## config.mk

```make
export PLATFORM = sky130hd
export DESIGN_NAME = elevator_scan_scheduler
export DESIGN_NICKNAME = d
export VERILOG_FILES = /design/src/rtl/core/ess_pkg.sv /design/src/rtl/core/ess_slot_store.sv /design/src/rtl/core/elevator_scan_scheduler.sv
export VERILOG_INCLUDE_DIRS = /design/src /design/src/rtl/core
export SDC_FILE = /design/constraint.sdc
export NUM_CORES = 1
export LEC_CHECK = 0
export ABC_CLOCK_PERIOD_IN_PS = 3700
export BUFFER_PORTS_ARGS = -buffer_cell sky130_fd_sc_hd__buf_2
export CORE_MARGIN = 3
export CORE_UTILIZATION = 35
export DETAILED_ROUTE_END_ITERATION = 10
export GPL_TIMING_DRIVEN = 0
export PLACE_DENSITY_LB_ADDON = 0.3
export SETUP_SLACK_MARGIN = 0.15
export SYNTH_ARGS = -nofsm -noshare
export SYNTH_HDL_FRONTEND = slang
export SYNTH_SLANG_ARGS = --single-unit
```

## constraint.sdc

```tcl
create_clock -name clk -period 3.7 [get_ports clk]
set_input_delay 0.74 -clock clk [delete_from_list [all_inputs] [get_ports clk]]
set_output_delay 0.74 -clock clk [all_outputs]
set_load 0.005 [all_outputs]
```

## src/rtl/core/elevator_scan_scheduler_assert.svh

```systemverilog
// Assertion macros for the elevator scan scheduler.
// Expects clk and arst_n in the including scope; no other dependencies.
`ifndef ELEVATOR_SCAN_SCHEDULER_ASSERT_SVH
`define ELEVATOR_SCAN_SCHEDULER_ASSERT_SVH

// same-cycle implication
`define ESS_ASSERT_NOW(lbl, ante, cons, msg) \
	lbl: assert property (@(posedge clk) disable iff (!arst_n) (ante) |-> (cons)) else $error(msg);

// next-cycle implication
`define ESS_ASSERT_NEXT(lbl, ante, cons, msg) \
	lbl: assert property (@(posedge clk) disable iff (!arst_n) (ante) |=> (cons)) else $error(msg);

`endif

```

## src/rtl/core/ess_pkg.sv

```systemverilog
// Shared types and constants for the elevator scan scheduler.
// No dependencies.
`timescale 1ns / 1ps

package ess_pkg;

	localparam int FLOORS    = 10;
	localparam int TIME_BITS = 16;
	localparam int FLOOR_W   = 4;
	localparam int LOAD_W    = 4;
	localparam int IDX_W     = $clog2(FLOORS);

	localparam logic [IDX_W-1:0]   LAST_IDX   = IDX_W'(FLOORS - 1);
	localparam logic [FLOOR_W-1:0] TOP_FLOOR  = FLOOR_W'(FLOORS);
	localparam logic [LOAD_W-1:0]  CAP_RESET  = LOAD_W'(4);

	typedef enum logic [0:0] {
		OP_REGISTER = 1'b0,
		OP_TICK     = 1'b1
	} op_t;

	typedef enum logic [1:0] {
		ST_ABSENT  = 2'd0,
		ST_WAITING = 2'd1,
		ST_RIDING  = 2'd2
	} slot_status_t;

	typedef struct packed {
		slot_status_t         status;
		logic [FLOOR_W-1:0]   dest;
	} slot_t;

	typedef struct packed {
		logic             en;
		logic [IDX_W-1:0] addr;
		slot_t            data;
	} slot_wr_t;

	typedef enum logic [2:0] {
		S_IDLE,
		S_REG,
		S_ALIGHT,
		S_BOARD,
		S_AHEAD
	} seq_state_t;

endpackage

```

## src/rtl/core/ess_slot_store.sv

```systemverilog
// Per-floor passenger slots: status and destination, one read and one write port.
// Depends on ess_pkg.
`timescale 1ns / 1ps

module ess_slot_store (
	input  logic                          clk,
	input  logic                          arst_n,
	input  ess_pkg::slot_wr_t             wr,
	input  logic [ess_pkg::IDX_W-1:0]     rd_addr,
	output ess_pkg::slot_t                rd_data
);

	ess_pkg::slot_status_t             status_q [ess_pkg::FLOORS];
	logic [ess_pkg::FLOOR_W-1:0]       dest_q   [ess_pkg::FLOORS];

	always_ff @(posedge clk or negedge arst_n) begin
		if (!arst_n) begin
			for (int i = 0; i < ess_pkg::FLOORS; i++) begin
				status_q[i] <= ess_pkg::ST_ABSENT;
			end
		end else if (wr.en && wr.addr <= ess_pkg::LAST_IDX) begin
			status_q[wr.addr] <= wr.data.status;
		end
	end

	always_ff @(posedge clk) begin
		if (wr.en && wr.addr <= ess_pkg::LAST_IDX) begin
			dest_q[wr.addr] <= wr.data.dest;
		end
	end

	always_comb begin
		if (rd_addr <= ess_pkg::LAST_IDX) begin
			rd_data.status = status_q[rd_addr];
			rd_data.dest   = dest_q[rd_addr];
		end else begin
			rd_data.status = ess_pkg::ST_ABSENT;
			rd_data.dest   = '0;
		end
	end

endmodule

```

## src/rtl/core/elevator_scan_scheduler.sv

```systemverilog
// Elevator scan scheduler: a register item takes an accept step and a slot update; a tick item
// makes two passes of the sequencer over the slot store, one slot per cycle: an alight pass, a
// boarding step, then a look-ahead pass. A tick with all slots empty ends after the alight pass.
// busy is high from the cycle after acceptance until the item is finished. A result, given only
// for a tick in which a rider alights or boards, is shown for one cycle with done high and
// cannot be stalled; it appears in the first cycle with busy low, and a new item may be
// accepted in that same cycle. Depends on ess_pkg, ess_slot_store.
`timescale 1ns / 1ps
`include "elevator_scan_scheduler_assert.svh"

module elevator_scan_scheduler (
	input  logic                            clk,
	input  logic                            arst_n,
	input  logic                            start,
	output logic                            busy,
	input  logic                            opcode,
	input  logic [ess_pkg::FLOOR_W-1:0]     origin_floor,
	input  logic [ess_pkg::FLOOR_W-1:0]     dest_floor,
	input  logic                            cfg_we,
	input  logic [ess_pkg::LOAD_W-1:0]      cfg_data,
	output logic                            done,
	output logic [ess_pkg::FLOOR_W-1:0]     car_floor,
	output logic [ess_pkg::TIME_BITS-1:0]   elapsed,
	output logic [ess_pkg::LOAD_W-1:0]      car_load,
	output logic                            all_served
);

	ess_pkg::seq_state_t               state_q, state_d;
	logic [ess_pkg::IDX_W-1:0]         idx_q, idx_d;
	logic [ess_pkg::FLOOR_W-1:0]       org_q, org_d;
	logic [ess_pkg::FLOOR_W-1:0]       dst_q, dst_d;
	logic [ess_pkg::FLOOR_W-1:0]       nf_q, nf_d;
	logic [ess_pkg::FLOOR_W-1:0]       floor_q, floor_d;
	logic                              down_q, down_d;
	logic [ess_pkg::TIME_BITS-1:0]     count_q, count_d;
	logic [ess_pkg::LOAD_W-1:0]        riders_q, riders_d;
	logic [ess_pkg::LOAD_W-1:0]        cap_q;
	logic                              any_q, any_d;
	logic                              event_q, event_d;
	logic                              ahead_q, ahead_d;
	logic                              act_q, act_d;
	logic                              done_q, done_d;
	logic [ess_pkg::FLOOR_W-1:0]       car_floor_q;
	logic [ess_pkg::TIME_BITS-1:0]     elapsed_q;
	logic [ess_pkg::LOAD_W-1:0]        car_load_q;
	logic                              all_served_q;

	ess_pkg::slot_wr_t                 wr;
	ess_pkg::slot_t                    rd;

	logic [ess_pkg::FLOOR_W-1:0]       slot_floor;
	logic                              slot_active;
	logic                              slot_ahead;
	logic                              any_now;
	logic                              ahead_now;
	logic                              act_now;

	ess_slot_store u_slots (
		.clk     (clk),
		.arst_n  (arst_n),
		.wr      (wr),
		.rd_addr (idx_q),
		.rd_data (rd)
	);

	// shared compare unit for the slot under the scan index
	always_comb begin
		slot_floor  = ess_pkg::FLOOR_W'(idx_q) + ess_pkg::FLOOR_W'(1);
		slot_active = (rd.status != ess_pkg::ST_ABSENT);
		if (down_q) begin
			slot_ahead = slot_active && (slot_floor < floor_q || rd.dest < floor_q);
		end else begin
			slot_ahead = slot_active && (slot_floor > floor_q || rd.dest > floor_q);
		end
		any_now   = any_q | slot_active;
		ahead_now = ahead_q | slot_ahead;
		act_now   = act_q | slot_active;
	end

	always_comb begin
		state_d  = state_q;
		idx_d    = idx_q;
		org_d    = org_q;
		dst_d    = dst_q;
		nf_d     = nf_q;
		floor_d  = floor_q;
		down_d   = down_q;
		count_d  = count_q;
		riders_d = riders_q;
		any_d    = any_q;
		event_d  = event_q;
		ahead_d  = ahead_q;
		act_d    = act_q;
		done_d   = 1'b0;
		wr.en    = 1'b0;
		wr.addr  = idx_q;
		wr.data  = rd;

		unique case (state_q)
			ess_pkg::S_IDLE: begin
				if (start) begin
					org_d   = origin_floor;
					dst_d   = dest_floor;
					any_d   = 1'b0;
					event_d = 1'b0;
					if (ess_pkg::op_t'(opcode) == ess_pkg::OP_REGISTER) begin
						idx_d   = ess_pkg::IDX_W'(origin_floor - ess_pkg::FLOOR_W'(1));
						state_d = ess_pkg::S_REG;
					end else begin
						idx_d = '0;
						if (down_q) begin
							nf_d = (floor_q != '0) ? floor_q - ess_pkg::FLOOR_W'(1) : '0;
						end else begin
							nf_d = floor_q + ess_pkg::FLOOR_W'(1);
						end
						state_d = ess_pkg::S_ALIGHT;
					end
				end
			end
			ess_pkg::S_REG: begin
				if (org_q != '0 && org_q <= ess_pkg::TOP_FLOOR &&
				    dst_q != '0 && dst_q <= ess_pkg::TOP_FLOOR &&
				    rd.status != ess_pkg::ST_RIDING) begin
					wr.en          = 1'b1;
					wr.data.status = ess_pkg::ST_WAITING;
					wr.data.dest   = dst_q;
				end
				state_d = ess_pkg::S_IDLE;
			end
			ess_pkg::S_ALIGHT: begin
				any_d = any_now;
				if (rd.status == ess_pkg::ST_RIDING && rd.dest == nf_q) begin
					wr.en          = 1'b1;
					wr.data.status = ess_pkg::ST_ABSENT;
					event_d        = 1'b1;
					if (riders_q != '0) begin
						riders_d = riders_q - ess_pkg::LOAD_W'(1);
					end
				end
				if (idx_q == ess_pkg::LAST_IDX) begin
					if (any_now) begin
						floor_d = nf_q;
						count_d = count_q + ess_pkg::TIME_BITS'(1);
						idx_d   = ess_pkg::IDX_W'(nf_q - ess_pkg::FLOOR_W'(1));
						state_d = ess_pkg::S_BOARD;
					end else begin
						state_d = ess_pkg::S_IDLE;
					end
				end else begin
					idx_d = idx_q + ess_pkg::IDX_W'(1);
				end
			end
			ess_pkg::S_BOARD: begin
				if (floor_q != '0 && floor_q <= ess_pkg::TOP_FLOOR &&
				    rd.status == ess_pkg::ST_WAITING && riders_q < cap_q) begin
					wr.en          = 1'b1;
					wr.data.status = ess_pkg::ST_RIDING;
					event_d        = 1'b1;
					riders_d       = riders_q + ess_pkg::LOAD_W'(1);
				end
				idx_d   = '0;
				ahead_d = 1'b0;
				act_d   = 1'b0;
				state_d = ess_pkg::S_AHEAD;
			end
			ess_pkg::S_AHEAD: begin
				ahead_d = ahead_now;
				act_d   = act_now;
				if (idx_q == ess_pkg::LAST_IDX) begin
					priority if (floor_q >= ess_pkg::TOP_FLOOR) begin
						down_d = 1'b1;
					end else if (floor_q <= ess_pkg::FLOOR_W'(1)) begin
						down_d = 1'b0;
					end else if (!ahead_now) begin
						down_d = ~down_q;
					end
					done_d  = event_q;
					state_d = ess_pkg::S_IDLE;
				end else begin
					idx_d = idx_q + ess_pkg::IDX_W'(1);
				end
			end
			default: begin
				state_d = ess_pkg::S_IDLE;
			end
		endcase
	end

	always_ff @(posedge clk or negedge arst_n) begin
		if (!arst_n) begin
			state_q  <= ess_pkg::S_IDLE;
			idx_q    <= '0;
			floor_q  <= '0;
			down_q   <= 1'b0;
			count_q  <= '1;
			riders_q <= '0;
			cap_q    <= ess_pkg::CAP_RESET;
			any_q    <= 1'b0;
			event_q  <= 1'b0;
			ahead_q  <= 1'b0;
			act_q    <= 1'b0;
			done_q   <= 1'b0;
		end else begin
			state_q  <= state_d;
			idx_q    <= idx_d;
			floor_q  <= floor_d;
			down_q   <= down_d;
			count_q  <= count_d;
			riders_q <= riders_d;
			any_q    <= any_d;
			event_q  <= event_d;
			ahead_q  <= ahead_d;
			act_q    <= act_d;
			done_q   <= done_d;
			if (cfg_we) begin
				cap_q <= cfg_data;
			end
		end
	end

	always_ff @(posedge clk) begin
		org_q <= org_d;
		dst_q <= dst_d;
		nf_q  <= nf_d;
		if (done_d) begin
			car_floor_q  <= floor_q;
			elapsed_q    <= count_q;
			car_load_q   <= riders_q;
			all_served_q <= ~act_now;
		end
	end

	assign busy       = (state_q != ess_pkg::S_IDLE);
	assign done       = done_q;
	assign car_floor  = car_floor_q;
	assign elapsed    = elapsed_q;
	assign car_load   = car_load_q;
	assign all_served = all_served_q;

	`ESS_ASSERT_NOW(a_done_when_idle, done, !busy, "result shown while busy")
	`ESS_ASSERT_NEXT(a_tick_goes_busy, start && !busy && opcode == ess_pkg::OP_TICK, busy, "no tick")
	`ESS_ASSERT_NOW(a_floor_in_range, done, car_floor != '0 && car_floor <= ess_pkg::TOP_FLOOR, "floor")
	`ESS_ASSERT_NOW(a_served_empty, done && all_served, car_load == '0, "all served with riders aboard")

endmodule

```

## After elaboration in Yosys (flattened, before gate mapping)

Memories as Yosys holds them, arrays and structs flattened.
Index checks and enable logic that the tools add are counted.

| storage, ports and cells | value |
|---|---|
| memories kept | 1 |
| bits in registers | 98 |
| output and inout port bits | 27 |
| bits in writable memories | 40 |

| operators by class | value |
|---|---|
| add/sub/neg operators | 8 |
| reduce and logical (&&, ||, !) cells | 35 |
| bitwise gates (word level) | 6 |
| order comparisons | 13 |
| equality and inequality tests | 18 |
| mux-type cells | 49 |

Memory list:

| memory | words | width | read ports | clocked after memory_dff | wr ports | RTL line | source |
|---|---|---|---|---|---|---|---|
| u_slots.dest_q | 10 | 4 | 1 | 0 | 1 | ess_slot_store.sv:14 | `logic [ess_pkg::FLOOR_W-1:0] dest_q [ess_pkg::FLOORS];` |

Operators with widths:

| cell | count |
|---|---|
| 2-to-1 mux 4 bit | 11 |
| bitwise mux 20 bit | 1 |
| nonzero test 4 bit | 5 |
| adder 16 x 1 -> 16 bit, second input constant | 1 |
| less-or-equal comparator 4 bit, second input constant | 4 |
| != test 2 bit, second input constant | 8 |
| case mux 4 bit (4 select lines) | 1 |
| subtractor 4 x 1 -> 4 bit, second input constant | 4 |
| 2-to-1 mux 1 bit | 14 |
| 2-to-1 mux 2 bit | 7 |
| adder 4 x 1 -> 4 bit, second input constant | 3 |
| logical AND 1 bit | 12 |
| less-than comparator 4 bit | 3 |
| 2-to-1 mux 6 bit | 2 |
| case mux 3 bit (4 select lines) | 1 |
| AND reduction 3 bit | 4 |
| AND reduction 4 bit | 3 |
| 2-to-1 mux 3 bit | 3 |
| binary-select mux 2 bit (select 4 bit) | 1 |
| demux 2 bit (select 4 bit) | 1 |
| > comparator 4 bit | 2 |
| case mux 4 bit (2 select lines) | 1 |
| nonzero test 2 bit | 4 |
| equality test 3 x 2 -> 1 bit, second input constant | 2 |
| 22 further kinds | 31 |

## Logic depth before layout (Yosys ltp)

| depth | value |
|---|---|
| depth in word-level cells | 13 |
| gate-level depth with buffers | 16 |
| gate-level depth less buffers | 14 |

## By module

A second synthesis with hierarchy kept.

| second synthesis, totals | value |
|---|---|
| cell total of the unflattened synthesis | 496 |
| area, all modules | 6,545.0 sq um |

Modules (own cells, without submodules):

| module | sequential area each (sq um) | cells an instance | area an instance (sq um) | times used |
|---|---|---|---|---|
| elevator_scan_scheduler | 2,158.3 | 334 | 3,972.6 | 1 |
| ess_slot_store | 1,701.6 | 162 | 2,572.5 | 1 |

## Worst setup path after synthesis

Ideal clock, no wire load.

| timing | value |
|---|---|
| kind | register to register |
| start | register idx_q[0] (netlist bit) |
| end | register down_q |
| buffers on the path | 2 |
| setup time | 87 ps |
| cell stages (with the launch flop) | 17 |
| required time | 3,613 ps |
| arrival | 3,074 ps |
| slack | 540 ps |
| cells stage by stage | dfrtp_1 > buf_4 > buf_2 > inv_1 > ha_1 > o21bai_1 > and2_0 > a31oi_2 > ha_1 > nor2b_1 > o21a_1 > o21ai_0 > nand2b_1 > a211o_1 > a31oi_1 > nand4bb_1 > o211ai_1 |

| on the way | value |
|---|---|
| cells in the longest elaborated chain, start to end | 11 |
| elaborated cells between the ends (all ways) | 22 |

RTL lines:

| what | RTL line | source |
|---|---|---|
| from (decl) | elevator_scan_scheduler.sv:29 | `logic [ess_pkg::IDX_W-1:0] idx_q, idx_d;` |
| from (signal assigned) | elevator_scan_scheduler.sv:205 | `idx_q <= idx_d;` |
| branches (longest 10 deep; another with memory (10 x 4 bit)) | -- |  |
| AND reduction 3 bit (no source line) * | -- |  |
| to (signal assigned) | elevator_scan_scheduler.sv:207 | `down_q <= down_d;` |
| to (decl) | elevator_scan_scheduler.sv:34 | `logic down_q, down_d;` |

Every way passes the cells marked *. The select of a mux whose other input is x is not followed.
A chain may end at the register's enable or synchronous reset.

## Final worst setup path

| timing | value |
|---|---|
| start | register idx_q[0] (netlist bit) |
| end | register u_slots.status_q[1] (netlist bit) |

| on the way | value |
|---|---|
| cells in the longest elaborated chain, start to end | 11 |
| elaborated cells between the ends (all ways) | 30 |

RTL lines:

| what | RTL line | source |
|---|---|---|
| inverter 4 -> 5 bit (not written as such) | ess_slot_store.sv:22, ess_slot_store.sv:34 |  |
| binary-select mux 2 bit (select 4 bit) | ess_slot_store.sv:34 | `rd_data.status = status_q[rd_addr];` |
| 2-to-1 mux 2 bit (not written as such) (2 in series) | ess_slot_store.sv:34 |  |
| 2-to-1 mux 6 bit | ess_slot_store.sv:33 | `if (rd_addr <= ess_pkg::LAST_IDX) begin` |
| equality test 2 x 1 -> 1 bit | elevator_scan_scheduler.sv:155 | `rd.status == ess_pkg::ST_WAITING && riders_q < cap_q) begin` |
| logical AND 1 bit | elevator_scan_scheduler.sv:154 | `if (floor_q != '0 && floor_q <= ess_pkg::TOP_FLOOR &&` |
| logical AND 1 bit | elevator_scan_scheduler.sv:155 |  |
| 2-to-1 mux 2 bit / 2-to-1 mux 1 bit (equally long branches) | elevator_scan_scheduler.sv:154 |  |
| case mux 2 bit (3 select lines) / case mux 1 bit (3 select lines) (equally long branches) | elevator_scan_scheduler.sv:99 | `unique case (state_q)` |
| bitwise mux 20 bit / logical AND 1 bit (equally long branches) | ess_slot_store.sv:22, ess_slot_store.sv:21 |  |
| to (signal, indexed assignment) | ess_slot_store.sv:19 | `status_q[i] <= ess_pkg::ST_ABSENT;` |
| to (signal, indexed assignment) | ess_slot_store.sv:22 | `status_q[wr.addr] <= wr.data.status;` |
| to (decl) | ess_slot_store.sv:13 | `ess_pkg::slot_status_t status_q [ess_pkg::FLOORS];` |

Several ways; a longest one is shown, not always the timed one. The select of a mux whose other input is x is not followed.

==> qor.txt <==
Tcrit/Tclk final: 91.91%
Synth top area share: 34.39%
Cell Area, Synth: 0.006724 mm²
Leak: 0.003130 µW
WS Path Type: flop to flop
Synth Warn #: 0
PortBufs: 43
Flops & latches, synth: 138
Placeable Area: 0.01877 mm²
Post-synth top cells: 77 x edfxtp_1, 44 x dfrtp_1, 43 x nand2_1
Crit path capture: u_slots.status_q[1]$_DFFE_PN0P_
Worst reg2reg startpoint: idx_q[0]$_DFFE_PN0P_
RSZ-0062 raised after global routing: true
Number of global-route vias before repair: 4353
Top_reg_cell synth: edfxtp_1
Detailed Routing Iterations Pass 1: 5
Hold Crit Class: primary input to async pin
H-tree depth: 4
Max cap viols: 0
Grt met3 use: 3.307%
Gpl congestion: 0.8632
Slew Viols, Final: 0
Synth area leaders: edfxtp_1 34%, dfrtp_1 16%, dfstp_2 6.6%
WP data arrival: 3.71 ns
Fill cells: 1735
Ports: 44
Starting Density: 35.83%
Avg WL per Cell: 17.21 µm
Via count: 4495
Critical Path Start Type: flop
Reg-to-reg endpoint: u_slots.status_q[1]$_DFFE_PN0P_
Final Setup Violations: 0
Max frequency: 0.2941 GHz
DIE HEIGHT: 144.6 µm
Clk_lat worst skew: 0.42 ns
Grt peak-use layer: met2
Post-synth EDFFs: 77
Total GRT Usage: 14.68%
Area Growth Syn to Fin: 17.44%
Sequential-to-total area share from yosys stat: 57.41%
Nets: 638
Clock tree buffer depth: 2
Drt total wl: 14.49 mm
Worst Path Required: 4.01 ns
Residual DRC: 0
Share of layout cells above drive strength 1: 28.95%
FFs w/ async S/R, synth: 44.20%
CTS Buf Count: 17
Die area: 0.02091 mm²
Final Hold Viols: 0
Worst Skew: 0.01099 ns
PwrDens: 707.1 mW/mm²
Vias per cell: 5.338
Reg2reg path depth: 8
Gate Count Post-Synth: 530
Syn nets: 573
DIE WIDTH: 144.6 µm
Pin count of the biggest net entering global routing: 62
Remaining global-route overflow: 0
Top-count cell post-synth: edfxtp_1
Nature of the critical path endpoint: flop
Diodes inserted: 0
Rows: 50
Met2 Use GR: 23.26%
Synth unique cells: 72
Sink Count: 138
Clock Pin Slew Worst Setup and Hold Paths: 0.06 ns
DP HPWL: 10.48 mm
Yosys top cell by area: edfxtp_1
Final min period: 3.401 ns
Root Driver: clkbuf_16
Iter 0 DRT Violations: 248
First-pass GRT wire length: 23.41 mm
Design Area, Final: 0.007896 mm²
Placement Cell Area: 0.007252 mm²
Max VDD drop: 0.4582 mV
Global-route met1 utilization: 19.50%
Antenna-violating nets left: 0
Worst setup path start: idx_q[0]$_DFFE_PN0P_
Hold Buf Count CTS: 0
R2r setup slk: 0.30 ns
Initial antenna violation count: 0
Status: completed
Slew @ Worst Pin: 0.8663 ns
Slew HR: 41.80%
CTS tree: yes
CP max FO: 9
Final core occ: 42.07%
Avg Cell Area, Syn: 12.69 µm²
critical path, stage by stage (launching register included):
cell and delay, ns:
dfrtp_2 0.44, buf_6 0.20, mux4_2 0.54, a221o_1 0.42, nor3b_1 0.28, and4_1 0.32
a211oi_2 0.12, nor3_2 0.55, mux2_2 0.40
cells by family after synthesis:
logic type / Yosys count / synth area share [%]
AND/OR/NAND/NOR: 160 / 12.80
flip-flops: 138 / 57.41
AO/OA/AOI/OAI: 81 / 8.430
multiplexers: 56 / 10.23
buffers and inverters: 43 / 2.791
XOR/XNOR: 26 / 3.387
adder cells (fa/ha/maj): 26 / 4.950
routing by layer:
| metal | wire, µm | up-vias |
|---|---|---|
| li1 | - | 2081 |
| met1 | 6587 | 2221 |
| met2 | 6786 | 165 |
| met3 | 799 | 28 |
| met4 | 312 | 0 |
| met5 | 0 | - |
cell usage in the layout, fill, tap and decap left out, drive strengths merged, types with 4 or more instances in the layout:
| cell | synthesis | final |
|---|---|---|
| mux2i | 11 | 11 |
| dfrtp | 44 | 44 |
| and2 | 6 | 6 |
| nor3 | 20 | 20 |
| xnor2 | 11 | 11 |
| dfstp | 17 | 17 |
| nand2 | 43 | 43 |
| nand3 | 18 | 18 |
| inv | 25 | 29 |
| nor2 | 34 | 34 |
| nor4 | 6 | 6 |
| nor2b | 5 | 5 |
| edfxtp | 77 | 77 |
| mux4 | 6 | 6 |
| or2 | 6 | 6 |
| nand2b | 5 | 5 |
| o21ai | 21 | 21 |
| clkbuf | 11 | 33 |
| clkinv | 0 | 4 |
| a31oi | 5 | 5 |
| mux2 | 39 | 39 |
| buf | 7 | 53 |
| a21oi | 18 | 18 |
| xor2 | 15 | 15 |
| ha | 25 | 25 |
sequential cells by signal (all words and copies together), names as in the netlist, 3 cells and up:
signal	count
nf_q	4
cap_q	4
u_slots.status_q	20
floor_q	4
car_load	4
car_floor	4
u_slots.dest_q	40
elapsed	16
dst_q	4
idx_q	4
state_q	3
count_q	16
org_q	4
riders_q	4
how the worst min path moves through the flow:
stage / from / to / slack (ns) / cells past startpoint
global route: arst_n / cap_q[3]$_DFFE_PN0P_ / 0.47 / 1
finish: arst_n / cap_q[3]$_DFFE_PN0P_ / 0.40 / 1
global placement: u_slots.status_q[13]$_DFFE_PN0P_ / u_slots.status_q[13]$_DFFE_PN0P_ / 0.47 / 1
detailed placement: count_q[1]$_DFFE_PN1P_ / count_q[1]$_DFFE_PN1P_ / 0.49 / 2
CTS: arst_n / u_slots.status_q[10]$_DFFE_PN0P_ / 0.45 / 1
floorplan: arst_n / act_q$_DFFE_PN0P_ / 0.44 / 0
through the flow:
stage | worst slack, ns | total power (µW) | hold slack (ns) | cells | TNS [ns]
6_report | 0.2993 | 5584 | 0.3999 | 842 | 0
2_1_floorplan | 0.5399 | 3369 | 0.4444 | 530 | 0
5_1_grt | 0.1120 | 5909 | 0.4708 | 842 | 0
3_3_place_gp | -0.2520 | 3819 | 0.4710 | 807 | -2.822
3_5_place_dp | -0.2841 | 3882 | 0.4910 | 808 | -4.906
4_1_cts | 0.1588 | 5559 | 0.4478 | 840 | 0
report_power, final:
part	total, µW	switching, µW	internal, µW	leakage, µW
Combinational	1920	1180	740	0.00138
Clock	1630	666	960	0.000283
Sequential	2030	127	1910	0.00147
cell type report:
| class | instances | area [µm²] | area share, % |
|---|---|---|---|
| buffer | 18 | 103.9 | 1.315 |
| clock buffer | 22 | 495.5 | 6.275 |
| clock inverter | 10 | 78.83 | 0.9983 |
| inverter | 25 | 97.59 | 1.236 |
| multi-input combinational | 349 | 2718 | 34.42 |
| sequential | 138 | 3862 | 48.91 |
| tap | 234 | 292.8 | 3.708 |
| timing repair buffer | 46 | 247.7 | 3.137 |
timing repair:
| action | 4_1_cts | 5_1_grt |
|---|---|---|
| endpoints found under the hold margin | 0 | 0 |
| cloned | 0 | 0 |
| gates resized for setup | 9 | 9 |
| buffers inserted | 0 | 2 |
| endpoints found under the setup margin | 82 | 46 |
Power figures use the tool's default switching activity.
